File: src/sv/tcc_pkg.sv
// ----------------------------------------------------------------------------
// tcc_pkg
// Types, constants and scaling helpers shared by the touch coordinate
// conditioner modules.
// ----------------------------------------------------------------------------
package tcc_pkg;

   // converter resolution; raw fields are masked to their low AdcBits bits
   localparam int AdcBits = 12;
   localparam int RawW    = 12;
   localparam logic [RawW-1:0] RawMask =
      (AdcBits >= RawW) ? {RawW{1'b1}} : RawW'((1 << AdcBits) - 1);

   localparam int HeldXW = 8;
   localparam int HeldYW = 9;
   localparam int ScrW   = 9;

   // X scaling: piecewise offset, then divide by 15
   localparam logic [RawW-1:0] XKnee      = 12'd3000;
   localparam logic [RawW-1:0] XOffsetLo  = 12'd3900;
   localparam logic [RawW-1:0] XOffsetHi  = 12'd3800;
   localparam logic [12:0]     XRecip     = 13'd4370;   // ceil(2^16 / 15)
   localparam logic [8:0]      XMax       = 9'd239;

   // Y scaling: subtract 360, then divide by 11
   localparam logic [RawW-1:0] YOffset    = 12'd360;
   localparam logic [12:0]     YRecip     = 13'd5958;   // ceil(2^16 / 11)
   localparam logic [8:0]      YLimit     = 9'd320;
   localparam logic [8:0]      YMax       = 9'd319;

   localparam logic [ScrW-1:0] PortraitXMax  = 9'd239;
   localparam logic [ScrW-1:0] PortraitYMax  = 9'd319;
   localparam logic [ScrW-1:0] LandscapeXMax = 9'd319;
   localparam logic [ScrW-1:0] LandscapeYMax = 9'd239;

   localparam int QueueDepth = 2;
   localparam int QueuePtrW  = $clog2(QueueDepth);
   localparam int QueueCntW  = $clog2(QueueDepth + 1);

   // configuration register indexes
   localparam int CsrIdxW = 1;
   localparam int CsrDataW = 4;
   localparam logic [CsrIdxW-1:0] CSR_ORIENTATION = 1'b0;
   localparam logic [CsrIdxW-1:0] CSR_DEAD_ZONE   = 1'b1;

   localparam logic [3:0] DeadZoneReset = 4'd4;

   typedef enum logic [1:0] {
      ORIENT_PORTRAIT_MIRROR = 2'd0,
      ORIENT_PORTRAIT        = 2'd1,
      ORIENT_LANDSCAPE_MIRX  = 2'd2,
      ORIENT_LANDSCAPE_MIRY  = 2'd3
   } orient_type;

   typedef struct packed {
      logic            touch_detected;
      logic [RawW-1:0] raw_x;
      logic [RawW-1:0] raw_y;
   } req_type;

   typedef struct packed {
      logic            pressed;
      logic            was_pressed;
      logic [ScrW-1:0] screen_x;
      logic [ScrW-1:0] screen_y;
   } rsp_type;

   // scaled, unoriented sample carried from front to back
   typedef struct packed {
      logic              touch;
      logic [HeldXW-1:0] x;
      logic [HeldYW-1:0] y;
   } scaled_type;

   typedef struct packed {
      orient_type orientation;
      logic [3:0] dead_zone;
   } cfg_type;

   // queue status toward the back end
   typedef struct packed {
      logic       valid;
      scaled_type data;
   } q_head_type;

endpackage

File: src/sv/tcc_front.sv
// ----------------------------------------------------------------------------
// tcc_front
// Accepts raw samples and scales each axis to an unoriented panel
// coordinate, pushing the result into the queue.
// ----------------------------------------------------------------------------
module tcc_front import tcc_pkg::*; (
   input  logic       req_valid,
   output logic       req_stall,
   input  req_type    req_data,
   input  logic       q_full,
   output logic       q_push,
   output scaled_type q_push_data
);

   logic [RawW-1:0] rx;
   logic [RawW-1:0] ry;
   logic [RawW-1:0] dx;
   logic [RawW-1:0] dy;
   logic [24:0]     px;
   logic [24:0]     py;
   logic [8:0]      qx;
   logic [8:0]      qy;
   logic [8:0]      cx;
   logic [8:0]      cy;

   assign req_stall = q_full;
   assign q_push    = req_valid & ~q_full;

   always_comb begin
      rx = req_data.raw_x & RawMask;
      ry = req_data.raw_y & RawMask;

      // negative offsets clamp to zero before the divide
      if (rx <= XKnee) begin
         dx = XOffsetLo - rx;
      end else if (rx < XOffsetHi) begin
         dx = XOffsetHi - rx;
      end else begin
         dx = '0;
      end

      if (ry > YOffset) begin
         dy = ry - YOffset;
      end else begin
         dy = '0;
      end

      // reciprocal divide, exact for 12-bit dividends
      px = 25'(dx) * 25'(XRecip);
      py = 25'(dy) * 25'(YRecip);
      qx = px[24:16];
      qy = py[24:16];

      cx = (qx > XMax) ? XMax : qx;
      cy = (qy >= YLimit) ? YMax : qy;

      q_push_data.touch = req_data.touch_detected;
      q_push_data.x     = cx[HeldXW-1:0];
      q_push_data.y     = cy;
   end

endmodule

File: src/sv/tcc_queue.sv
// ----------------------------------------------------------------------------
// tcc_queue
// Short flop-based FIFO between the front and back ends.
// ----------------------------------------------------------------------------
module tcc_queue import tcc_pkg::*; (
   input  logic       clock,
   input  logic       reset,
   input  logic       push,
   input  scaled_type push_data,
   output logic       full,
   input  logic       pop,
   output q_head_type head
);

   scaled_type               mem_ff [QueueDepth];
   logic [QueuePtrW-1:0]     wr_ptr_ff, wr_ptr_in;
   logic [QueuePtrW-1:0]     rd_ptr_ff, rd_ptr_in;
   logic [QueueCntW-1:0]     count_ff, count_in;

   assign full       = (count_ff == QueueCntW'(QueueDepth));
   assign head.valid = (count_ff != '0);
   assign head.data  = mem_ff[rd_ptr_ff];

   always_comb begin
      wr_ptr_in = wr_ptr_ff;
      rd_ptr_in = rd_ptr_ff;
      count_in  = count_ff;
      if (push) begin
         wr_ptr_in = (wr_ptr_ff == QueuePtrW'(QueueDepth - 1)) ? '0 : wr_ptr_ff + 1'b1;
      end
      if (pop) begin
         rd_ptr_in = (rd_ptr_ff == QueuePtrW'(QueueDepth - 1)) ? '0 : rd_ptr_ff + 1'b1;
      end
      if (push && !pop) begin
         count_in = count_ff + 1'b1;
      end else if (pop && !push) begin
         count_in = count_ff - 1'b1;
      end
   end

   always_ff @(posedge clock) begin
      if (reset) begin
         wr_ptr_ff <= '0;
         rd_ptr_ff <= '0;
         count_ff  <= '0;
      end else begin
         wr_ptr_ff <= wr_ptr_in;
         rd_ptr_ff <= rd_ptr_in;
         count_ff  <= count_in;
      end
   end

   always_ff @(posedge clock) begin
      if (push) begin
         mem_ff[wr_ptr_ff] <= push_data;
      end
   end

endmodule

File: src/sv/tcc_back.sv
// ----------------------------------------------------------------------------
// tcc_back
// Applies the dead zone against the held coordinates, orients them, decides
// pressed and holds the result in the output register.
// ----------------------------------------------------------------------------
module tcc_back import tcc_pkg::*; (
   input  logic       clock,
   input  logic       reset,
   input  cfg_type    cfg,
   input  q_head_type head,
   output logic       pop,
   output logic       rsp_valid,
   input  logic       rsp_stall,
   output rsp_type    rsp_data
);

   logic [HeldXW-1:0] held_x_ff, held_x_in;
   logic [HeldYW-1:0] held_y_ff, held_y_in;
   logic              pressed_ff, pressed_in;
   logic              rsp_valid_ff, rsp_valid_in;
   rsp_type           rsp_ff, rsp_in;

   logic [HeldXW-1:0] diff_x;
   logic [HeldYW-1:0] diff_y;
   logic [ScrW-1:0]   sx;
   logic [ScrW-1:0]   sy;
   logic [ScrW-1:0]   x_lim;
   logic [ScrW-1:0]   y_lim;
   logic              portrait;

   assign pop       = head.valid & (~rsp_valid_ff | ~rsp_stall);
   assign rsp_valid = rsp_valid_ff;
   assign rsp_data  = rsp_ff;

   always_comb begin
      diff_x = (head.data.x > held_x_ff) ? head.data.x - held_x_ff : held_x_ff - head.data.x;
      diff_y = (head.data.y > held_y_ff) ? head.data.y - held_y_ff : held_y_ff - head.data.y;

      held_x_in = held_x_ff;
      held_y_in = held_y_ff;
      if (head.data.touch) begin
         if (diff_x > HeldXW'(cfg.dead_zone)) begin
            held_x_in = head.data.x;
         end
         if (diff_y > HeldYW'(cfg.dead_zone)) begin
            held_y_in = head.data.y;
         end
      end

      case (cfg.orientation)
         ORIENT_PORTRAIT_MIRROR: begin
            sx = PortraitXMax - ScrW'(held_x_in);
            sy = PortraitYMax - held_y_in;
         end
         ORIENT_PORTRAIT: begin
            sx = ScrW'(held_x_in);
            sy = held_y_in;
         end
         ORIENT_LANDSCAPE_MIRX: begin
            sx = LandscapeXMax - held_y_in;
            sy = ScrW'(held_x_in);
         end
         default: begin
            sx = held_y_in;
            sy = LandscapeYMax - ScrW'(held_x_in);
         end
      endcase

      portrait = (cfg.orientation == ORIENT_PORTRAIT_MIRROR) ||
                 (cfg.orientation == ORIENT_PORTRAIT);
      x_lim    = portrait ? PortraitXMax : LandscapeXMax;
      y_lim    = portrait ? PortraitYMax : LandscapeYMax;

      pressed_in = head.data.touch && (sx != '0) && (sx < x_lim) &&
                   (sy != '0) && (sy < y_lim);

      rsp_in.pressed     = pressed_in;
      rsp_in.was_pressed = pressed_ff;
      rsp_in.screen_x    = sx;
      rsp_in.screen_y    = sy;

      rsp_valid_in = rsp_valid_ff;
      if (pop) begin
         rsp_valid_in = 1'b1;
      end else if (!rsp_stall) begin
         rsp_valid_in = 1'b0;
      end
   end

   always_ff @(posedge clock) begin
      if (reset) begin
         held_x_ff    <= '0;
         held_y_ff    <= '0;
         pressed_ff   <= 1'b0;
         rsp_valid_ff <= 1'b0;
      end else begin
         rsp_valid_ff <= rsp_valid_in;
         if (pop) begin
            held_x_ff  <= held_x_in;
            held_y_ff  <= held_y_in;
            pressed_ff <= pressed_in;
         end
      end
   end

   always_ff @(posedge clock) begin
      if (pop) begin
         rsp_ff <= rsp_in;
      end
   end

   // held values only ever come from clamped scaler outputs
   a_held_x_range: assert property (@(posedge clock) disable iff (reset)
      held_x_ff <= HeldXW'(XMax))
      else $error("held_x out of range");

   a_held_y_range: assert property (@(posedge clock) disable iff (reset)
      held_y_ff <= YMax)
      else $error("held_y out of range");

   // a popped sample always lands in the output register
   a_pop_shows: assert property (@(posedge clock) disable iff (reset)
      pop |=> rsp_valid_ff)
      else $error("popped sample not presented");

   // reported press history tracks the previous press decision
   a_was_pressed: assert property (@(posedge clock) disable iff (reset)
      pop |=> (rsp_ff.was_pressed == $past(pressed_ff)) && (pressed_ff == rsp_ff.pressed))
      else $error("press history mismatch");

endmodule

File: src/sv/touch_coordinate_conditioner.sv
// ----------------------------------------------------------------------------
// touch_coordinate_conditioner
// Converts raw touch samples into debounced, oriented screen coordinates.
//
// Request channel (req_valid / req_stall / req_data): one touch sample per
// accepted request, taken when req_valid is high and req_stall is low.
// Response channel (rsp_valid / rsp_stall / rsp_data): exactly one result per
// request, in order. A result reaches rsp_data by a queue write, then an
// output register load, which rsp_stall can hold off.
// Throughput is one request per cycle while rsp_stall is low: the front end
// scales and pushes into a two-entry queue, the back end pops one sample per
// cycle, updates the held coordinates and loads the output register.
// When rsp_stall is high the output register holds; the queue fills and then
// req_stall rises, so at most three requests are in flight.
// Configuration (csr_valid / csr_ready / csr_index / csr_wdata) is always
// ready; index 0 is orientation, index 1 the dead zone. Write it only while
// no results are pending.
// Reset (synchronous, active high) empties the queue, clears held
// coordinates and press history, and sets orientation 0, dead zone 4.
// ----------------------------------------------------------------------------
module touch_coordinate_conditioner import tcc_pkg::*; (
   input  logic                clock,
   input  logic                reset,
   input  logic                req_valid,
   output logic                req_stall,
   input  req_type             req_data,
   output logic                rsp_valid,
   input  logic                rsp_stall,
   output rsp_type             rsp_data,
   input  logic                csr_valid,
   output logic                csr_ready,
   input  logic [CsrIdxW-1:0]  csr_index,
   input  logic [CsrDataW-1:0] csr_wdata
);

   cfg_type    cfg_ff, cfg_in;
   logic       q_full;
   logic       q_push;
   logic       q_pop;
   scaled_type q_push_data;
   q_head_type q_head;

   assign csr_ready = 1'b1;

   always_comb begin
      cfg_in = cfg_ff;
      if (csr_valid) begin
         case (csr_index)
            CSR_ORIENTATION: cfg_in.orientation = orient_type'(csr_wdata[1:0]);
            CSR_DEAD_ZONE:   cfg_in.dead_zone   = csr_wdata[3:0];
            default:         cfg_in = cfg_ff;
         endcase
      end
   end

   always_ff @(posedge clock) begin
      if (reset) begin
         cfg_ff.orientation <= ORIENT_PORTRAIT_MIRROR;
         cfg_ff.dead_zone   <= DeadZoneReset;
      end else begin
         cfg_ff <= cfg_in;
      end
   end

   tcc_front u_front (
      .req_valid   (req_valid),
      .req_stall   (req_stall),
      .req_data    (req_data),
      .q_full      (q_full),
      .q_push      (q_push),
      .q_push_data (q_push_data)
   );

   tcc_queue u_queue (
      .clock     (clock),
      .reset     (reset),
      .push      (q_push),
      .push_data (q_push_data),
      .full      (q_full),
      .pop       (q_pop),
      .head      (q_head)
   );

   tcc_back u_back (
      .clock     (clock),
      .reset     (reset),
      .cfg       (cfg_ff),
      .head      (q_head),
      .pop       (q_pop),
      .rsp_valid (rsp_valid),
      .rsp_stall (rsp_stall),
      .rsp_data  (rsp_data)
   );

endmodule
File: config.mk
export PLATFORM = sky130hd
export DESIGN_NAME = touch_coordinate_conditioner
export DESIGN_NICKNAME = d
export VERILOG_FILES = /design/src/sv/tcc_pkg.sv /design/src/sv/tcc_front.sv /design/src/sv/tcc_queue.sv /design/src/sv/tcc_back.sv /design/src/sv/touch_coordinate_conditioner.sv
export SDC_FILE = /design/constraint.sdc
export NUM_CORES = 1
export LEC_CHECK = 0
export ABC_CLOCK_PERIOD_IN_PS = 8250
export BUFFER_PORTS_ARGS = -buffer_cell sky130_fd_sc_hd__buf_2
export CORE_MARGIN = 5
export CORE_UTILIZATION = 37
export CTS_CLUSTER_DIAMETER = 30
export DETAILED_ROUTE_END_ITERATION = 7
export HOLD_SLACK_MARGIN = 0.06
export SLEW_MARGIN = 20
export SYNTH_ARGS = -nofsm -noshare
export SYNTH_HDL_FRONTEND = slang
export SYNTH_SLANG_ARGS = --single-unit
File: constraint.sdc
create_clock -name clock -period 8.25 [get_ports clock]
set_clock_uncertainty 0.2 [all_clocks]
set_input_delay 0.4125 -clock clock [delete_from_list [all_inputs] [get_ports clock]]
set_output_delay 0.4125 -clock clock [all_outputs]
set_load 0.005 [all_outputs]
After elaboration in Yosys (flattened, before gate mapping). Memory sizes are Yosys's and may differ from the RTL's. A register that Yosys moved wholly into a read port is not among the register bits. Index checks and enable logic that the tools add are counted.

$add $sub $neg: 13. $mul: 2. $lt $le $gt $ge: 11. Eq/ne operators: 4. Muxes and demuxes: 25. Bitwise operators: 7. Reduce and logical (&&, ||, !) cells: 16.

Operators by type and width (number): $mux 9 (6); $pmux 9 s3 (2); $mul 12x12->24 const B (2); $mux 12 (3); $mux 8 (4); $sub 12x12->12 const A (2); $lt 9x9->1 (2); $reduce_bool 9->1 (2); $sub 9x9->9 (2); $sub 8x8->8 (2); $gt 12x9->1 const B (1); $le 12x12->1 const B (1); $lt 12x12->1 const B (1); $sub 12x9->12 const B (1); $ge 9x9->1 const B (1); $gt 9x4->1 (1); $gt 9x8->1 const B (1); $gt 9x9->1 (1); $sub 8x8->9 const A (1); $sub 9x9->9 const A (1); $gt 8x4->1 (1); $gt 8x8->1 (1); $mux 1 (8); $logic_and 1x1->1 (6); 15 further kinds (25).

Bits in registers: 49. RAM bits: 36. Input bits: 35. Output and inout bits: 23. Word-level logic and storage cells: 92. Memories kept: 1.

Memory list: u_queue.mem_ff (depth 2, width 18, read ports 1, clocked after Yosys merged registers in 1, write ports 1, RTL line tcc_queue.sv:15) `scaled_type mem_ff [QueueDepth];`.

Logic depth before layout (Yosys ltp). Gate-level depths: netlist (run 1).

Depth after elaboration: 12. Depth in mapped cells: 30. Mapped depth without buffers: 27.

Cells and area by module. A second synthesis (run 1) with hierarchy kept.

Cells, all modules: 1201. Area total of the unflattened synthesis: 10950.5 µm².

Modules (own cells, without submodules): tcc_front (times used 1, cells an instance 607, area an instance 5046.1 µm², seq. area each 0.0 µm²); tcc_back (times used 1, cells an instance 491, area an instance 4136.5 µm², seq. area each 980.9 µm²); tcc_queue (times used 1, cells an instance 78, area an instance 1510.2 µm², seq. area each 1181.1 µm²); touch_coordinate_conditioner (times used 1, cells an instance 25, area an instance 257.7 µm², seq. area each 120.1 µm²).

Worst setup path after synthesis (run 1). OpenSTA, ideal clock, no wires.

Path type: input-to-reg. Start point: input port req_data[4] (netlist name). End point: memory u_queue.mem_ff[0][2] (netlist name), data pin. Setup time: 0.265 ns. Data arrival time: 6.267 ns. Required time: 7.785 ns. Setup slack: 1.518 ns. Cell stages on the path: 26. Path buffers: 0. Cell sequence: inv_1 nand2_1 a31oi_1 nor2b_1 a21boi_1 nor2b_1 ha_1 inv_1 fa_1 inv_1 fa_1 fa_1 inv_1 fa_1 inv_1 ha_1 a21o_1 a21oi_1 nor2_1 a21oi_1 o211ai_1 a31oi_1 o21ai_0 or4_1 o211a_1 or2_2.

RTL lines: start, declared (RTL line touch_coordinate_conditioner.sv:26) `input req_type req_data,`; end, declared (RTL line tcc_queue.sv:15).

==> results by group, run 1 <==
Logic synthesis
  • Cell area after synthesis: around 0.011 mm^2
  • Net Count, Synth: 1470
  • Post-synthesis sequential area ratio: a little over a fifth
  • Synthesis-stage register bit count: 86
  • Post-synth EDFFs: 56
  • Syn Inst Count: between 1000 and 1500
  • Ys Warns: 0
  • Ys async rst share: 0%
  • Commonest register cell after synthesis: edfxtp_1
  • Unique cell type count in the Yosys netlist: just under 80
  • Avg Cell Area, Syn: between 9 and 10 um^2

Routing
  • Antenna viol nets, final: 0
  • Top Metal Used: met4
  • DRT iter0 DRCs: 499
  • DRC Markers: 0
  • Vias: around 8500
  • Wirelength per Cell: around 14 um
  • Routed metal-1 wire length: roughly 11 mm
  • DR WL met2: 11.2 mm
  • Via density: ~5.2
  • DR pass1 iterations: 5
  • Met3 wire length: between 700 and 800 um
  • WL final: roughly 23 mm

STA
  • Final slew viol count: 0
  • Achievable frequency: between 0.1 and 0.15 GHz
  • Unrepaired setup endpoints after global routing: false
  • Setup violation total in the final timing report: 0
  • Worst rel slew slack: between 30 and 40%
  • Fin crit period: about 7.1 ns
  • Final Hold Vio Count: 0
  • Setup tns final: 0 ns
  • Crit share post-route: approximately 86%
  • Worst-margin pin slew: between 0.9 and 1 ns

Clock tree
  • CTS root buf: clkbuf_16
  • Post-CTS Setup Inserts: 0
  • CTS Buf Count: 9
  • Clock transition at the registers of the reported paths: about 0.07 ns
  • Post-CTS resize count: 0
  • CTS tree: done
  • CTS Buffer Depth: 2
  • Hold_buf cts: 1
  • Htree depth: 3
  • CTS sink count: 86
  • Worst-Skew Late Latency: roughly 0.35 ns

Worst setup path
  • Crit path max-delay family: compound AO/OA/AOI/OAI gates
  • Bufs and invs on worst path: 1
  • Required time of the critical path: 8.30 ns
  • Reg2Reg Setup Slack: 1.12 ns
  • CP arrival: 7.19 ns
  • Critical Path Max Stage Delay: between 0.5 and 0.6 ns
  • Worst setup SP type: flip-flop
  • Crit. End Element: flip-flop
  • Slowest stage cell, crit path: dfxtp_1
  • CP Max Fanout: 11
  • WS Path Type: flip-flop to flip-flop
  • CP Cell Sequence: mux2i_1, inv_1, ha_1, a21oi_1, a21oi_1, o31ai_2, mux2_2, ha_1, nor2b_1, o21ai_0, a32o_1, and4_1, a41o_1, nor2_1, o21ai_0, o22ai_1, a221oi_1, a311o_1, ha_1, a21o_1, a21oi_1, o41ai_2, o41ai_2
  • Register-to-Register Path Depth: 23
  • Crit path depth: 23

GRT
  • Vias in the first global route: roughly 8300
  • Initial antenna violation count: 0
  • Largest net degree at the start of global routing: 32
  • All-Layer GR Usage: 14.3%
  • First-pass GRT wire length: 40.0 mm
  • Grt total ovfl: 0

Floorplan
  • Die width: around 180 um
  • DIE AREA: 0.0325 mm^2
  • Initial core utilization: a little under two fifths
  • # rows: 62
  • I/O pin cnt: a little under 60
  • Core ar.: around 0.029 mm^2
  • Chip Height: between 150 and 200 um

Job
  • Max-Cap Viols: 0

Placement
  • Cell Area, Placed: 0.0114 mm^2
  • I/O Buffers: 56
  • GPL Wtd Cong: approximately 0.88
  • Hpwl dp: 19.5 mm

Layout
  • Design Area, Final: 0.0117 mm^2
  • # nets final: roughly 1500
  • Final core utilization: 40.8%
  • Share of cells above drive strength 1: 9.85%
  • P&R area growth vs syn: 9.16%
  • Ant diodes: 0

Min path
  • Hold depth: 3
  • Hold Crit Class: primary input to flip-flop

Run status
  • Run status: complete, no violations
cell families after synthesis:
group                    share of synthesized area, %
XOR/XNOR                                         5.06
flip-flops                                       21.3
multiplexers                                     4.51
other                                          0.0349
AND/OR/NAND/NOR                                  13.3
adder cells (fa/ha/maj)                          31.8
AO/OA/AOI/OAI                                    16.4
buffers and inverters                            7.66
flip-flops by register name (all words and copies together) (netlist names), named ones only:
signal and count:
u_queue.wr_ptr_ff 1, u_back.held_x_ff 8, u_queue.mem_ff 36, u_back.rsp_valid 1, u_queue.count_ff 2, u_back.held_y_ff 9
u_back.pressed_ff 1, cfg_ff 6, u_queue.rd_ptr_ff 1, u_back.rsp_data 20
cells in the final DEF, fill, tap and decap left out, types with 13 or more instances in the layout:
cell type,n
ha_1,193
inv_1,168
nor2_1,98
a21oi_1,60
buf_2,56
edfxtp_1,56
nand2_1,52
fa_1,50
xnor2_1,44
o21ai_0,42
mux2i_1,36
dfxtp_1,30
nand3_1,24
a211oi_1,24
nor3_1,23
a21o_1,18
xor2_1,18
nor2b_1,15
o21a_1,14
nand2b_1,14
buf_4,14
a31oi_1,13
cell type report:
| type | count | area [um^2] |
|---|---|---|
| sequential | 86 | 2280 |
| timing repair buffer | 71 | 395 |
| clock inverter | 7 | 70.1 |
| tap | 384 | 480 |
| fill | 2873 | 17000 |
| clock buffer | 9 | 225 |
| inverter | 169 | 634 |
| multi-input combinational | 896 | 7630 |
metal layers:
| layer | up-vias | global-route usage, % |
|---|---|---|
| met4 | 0 | 2.60 |
| li1 | 4309 | - |
| met5 | - | 0 |
| met3 | 15 | 1.59 |
| met1 | 4000 | 19.4 |
| met2 | 166 | 25.0 |
final timing paths:
check,from,to
worst max-delay path,flip-flop,u_back.pressed_ff
worst min-delay path,csr_wdata[0],cfg_ff[4]
worst max register to register,flip-flop,u_back.pressed_ff
worst min register to register,u_back.pressed_ff,u_back.rsp_data[18]
synthesized netlist by cell type (13+ instances only):
library cell / count / share of area (%)
ha_1: 193 / 22
inv_1: 168 / 5.9
nor2_1: 98 / 3.4
a21oi_1: 60 / 2.8
edfxtp_1: 56 / 16
nand2_1: 52 / 1.8
fa_1: 50 / 9.3
xnor2_1: 44 / 3.6
o21ai_0: 42 / 2.0
mux2i_1: 36 / 3.4
dfxtp_1: 30 / 5.6
clkbuf_1: 26 / 0.91
a211oi_1: 24 / 1.7
nand3_1: 24 / 1.1
nor3_1: 23 / 1.1
a21o_1: 18 / 1.3
xor2_1: 18 / 1.5
nor2b_1: 15 / 0.87
nand2b_1: 14 / 0.82
o21a_1: 14 / 0.98
a31oi_1: 13 / 0.76
worst register-to-register path, stage by stage (launching register included):
cell	delay [ns]
dfxtp_1	0.58
mux2i_1	0.47
inv_1	0.09
ha_1	0.40
a21oi_1	0.38
a21oi_1	0.13
o31ai_2	0.55
mux2_2	0.42
ha_1	0.29
nor2b_1	0.12
o21ai_0	0.08
a32o_1	0.25
and4_1	0.22
a41o_1	0.26
nor2_1	0.50
o21ai_0	0.33
o22ai_1	0.23
a221oi_1	0.09
a311o_1	0.37
ha_1	0.29
a21o_1	0.18
a21oi_1	0.20
o41ai_2	0.13
o41ai_2	0.30
per-stage QoR:
step                hold slack, ns  cells  worst slack, ns
floorplan                    0.209   1192             1.52
global placement             0.229   1605            0.977
detailed placement           0.237   1605            0.840
CTS                          0.114   1622             1.16
global route                 0.153   1622            0.489
finish                       0.121   1622             1.12
Power of run 1 is not shown: default switching activity piles up to over one toggle a cycle in this logic, so the estimate is an artifact.
==> inputs of run 2 (changes only) <==
Settings changed: CORE_MARGIN 5 to not set.
==> results by group, run 2 (synthesized netlist as in run 1, its figures left out) <==
Run status
  • Run status: complete, no violations (unchanged)

STA
  • Final slew viol count: 0 (unchanged)
  • Worst rel slew slack: 37.4% (was 34.1%)
  • Unrepaired setup endpoints after global routing: false (unchanged)
  • Achievable frequency: 0.139 GHz (was 0.140 GHz)
  • Fin crit period: 7.22 ns (was 7.13 ns)
  • Setup violation total in the final timing report: 0 (unchanged)
  • Final Hold Vio Count: 0 (unchanged)
  • Crit share post-route: 87.5% (was 86.5%)
  • Setup tns final: 0 ns (unchanged)
  • Worst-margin pin slew: 0.936 ns (was 0.985 ns)

Placement
  • I/O Buffers: 56 (unchanged)
  • GPL Wtd Cong: 0.863 (was 0.876)
  • Hpwl dp: 19.4 mm (was 19.5 mm)

Worst setup path
  • CP Max Fanout: 17 (was 11)
  • Worst setup SP type: flip-flop (unchanged)
  • Reg2Reg Setup Slack: 1.03 ns (was 1.12 ns)
  • Slowest stage cell, crit path: dfxtp_1 (unchanged)
  • WS Path Type: flip-flop to flip-flop (unchanged)
  • CP arrival: 7.27 ns (was 7.19 ns)
  • Critical Path Max Stage Delay: 0.57 ns (was 0.58 ns)
  • CP Cell Sequence: mux2i_1, inv_1, ha_1, a21oi_1, a21oi_1, o31ai_2, mux2_2, ha_1, nor2b_1, o21ai_0, a32o_1, o211ai_1, nor4_1, nor2_1, buf_4, o21ai_0, o22ai_1, a221oi_1, a311o_1, ha_1, a21o_1, a21oi_1, o41ai_2, o41ai_2 (was mux2i_1, inv_1, ha_1, a21oi_1, a21oi_1, o31ai_2, mux2_2, ha_1, nor2b_1, o21ai_0, a32o_1, and4_1, a41o_1, nor2_1, o21ai_0, o22ai_1, a221oi_1, a311o_1, ha_1, a21o_1, a21oi_1, o41ai_2, o41ai_2)
  • Required time of the critical path: 8.31 ns (was 8.30 ns)
  • Crit. End Element: flip-flop (unchanged)

Clock tree
  • Post-CTS resize count: 0 (unchanged)
  • Htree depth: 3 (unchanged)
  • CTS root buf: clkbuf_16 (unchanged)
  • Clock transition at the registers of the reported paths: 0.06 ns (was 0.07 ns)
  • Worst-Skew Late Latency: 0.35 ns (about the same)
  • CTS sink count: 86 (unchanged)
  • CTS Buf Count: 9 (unchanged)
  • CTS tree: done (unchanged)
  • CTS Buffer Depth: 2 (unchanged)

Routing
  • Vias: 8427 (was 8490)
  • DR pass1 iterations: 5 (unchanged)
  • Wirelength per Cell: 14.3 um (was 14.4 um)
  • DRC Markers: 0 (unchanged)
  • WL final: 23.1 mm (was 23.4 mm)
  • Antenna viol nets, final: 0 (unchanged)
  • Via density: 5.21 (was 5.23)
  • DRT iter0 DRCs: 478 (was 499)

GRT
  • Grt total ovfl: 0 (unchanged)
  • All-Layer GR Usage: 16.5% (was 14.3%)
  • Vias in the first global route: 8298 (was 8343)
  • Largest net degree at the start of global routing: 32 (unchanged)
  • Initial antenna violation count: 1 (was 0)
  • First-pass GRT wire length: 39.6 mm (was 40.0 mm)

Floorplan
  • # rows: 61 (was 62)
  • Die width: 172 um (was 180 um)
  • I/O pin cnt: 58 (unchanged)
  • Chip Height: 172 um (was 180 um)
  • DIE AREA: 0.0297 mm^2 (was 0.0325 mm^2)
  • Core ar.: 0.0282 mm^2 (was 0.0287 mm^2)
  • Initial core utilization: 38.1% (was 37.4%)

Layout
  • # nets final: 1511 (unchanged)
  • Ant diodes: 0 (unchanged)
  • Most frequent cells in the layout: 193 x ha_1, 168 x inv_1, 98 x nor2_1 (unchanged)
  • Number of flip-flops in the largest register: 36 (unchanged)
  • P&R area growth vs syn: 9.39% (was 9.16%)
  • Largest register by flop count: u_queue.mem_ff (unchanged)
  • Commonest non-fill, non-tap cell in the layout: ha_1 (unchanged)
  • Share of cells above drive strength 1: 9.85% (unchanged)

Job
  • Max-Cap Viols: 0 (unchanged)

Min path
  • Hold Crit Class: primary input to flip-flop (unchanged)
==> run 2: changes by cell type in the layout (fill, tap and decap cells not counted), sizes merged <==
cell / delta
bufinv: +2
inv: -2
==> run 2: layout make-up <==
type / instances / area (um^2)
sequential: 86 / 2280
tap: 378 / 473
inverter: 169 / 634
timing repair buffer: 71 / 395
fill: 2767 / 16400
clock inverter: 7 / 103
multi-input combinational: 896 / 7630
clock buffer: 9 / 225
==> run 2: per-stage QoR <==
step | instances | util [%] | hold WS (ns) | worst slack, ns | area, um^2
after floorplan | 1192 | - | 0.209 | 1.52 | 10700
after global routing | 1616 | 41.7 | 0.124 | 0.515 | 11700
after global placement | 1599 | 40.5 | 0.219 | 0.922 | 11400
final | 1616 | 41.7 | 0.125 | 1.03 | 11700
after CTS | 1616 | 41.7 | 0.123 | 1.08 | 11700
after detailed placement | 1599 | 40.5 | 0.226 | 0.835 | 11400
==> run 2: critical path: cells and delay by family, from the launching register on <==
family | cells | cell delay, ns
buffers and inverters | 2 | 0.30
DFF | 1 | 0.57
AOI/OAI and AO/OA | 14 | 3.53
muxes | 2 | 0.92
and+or+nand+nor | 3 | 0.70
adders and majority gates | 3 | 0.93
==> run 2: what timing repair did <==
item,in CTS,in global routing
setup endpoints to repair,0,0
endpoints found under the hold margin,2,0
hold buffers,1,0
buffers inserted,0,0
==> run 2: path summary, 6_finish.rpt <==
check,startpoint,endpoint,cells past startpoint
hold / removal,csr_wdata[0],cfg_ff[4],3
hold reg to reg,u_back.pressed_ff,u_back.rsp_data[18],0
setup / recovery,flip-flop,u_back.pressed_ff,24
setup reg to reg,flip-flop,u_back.pressed_ff,24
==> run 2: per-layer routing <==
metal  GRT usage (%)  share of wire, %  wire [um]  vias to the layer above
li1                -                 -          -                     4306
met1            22.0                49      11200                     3960
met2            28.1                47      10800                      134
met3            1.76               2.7        614                       25
met4            4.46               1.7        387                        2
met5               0             0.052         12                        -
Power of run 2 is left out for the same reason.
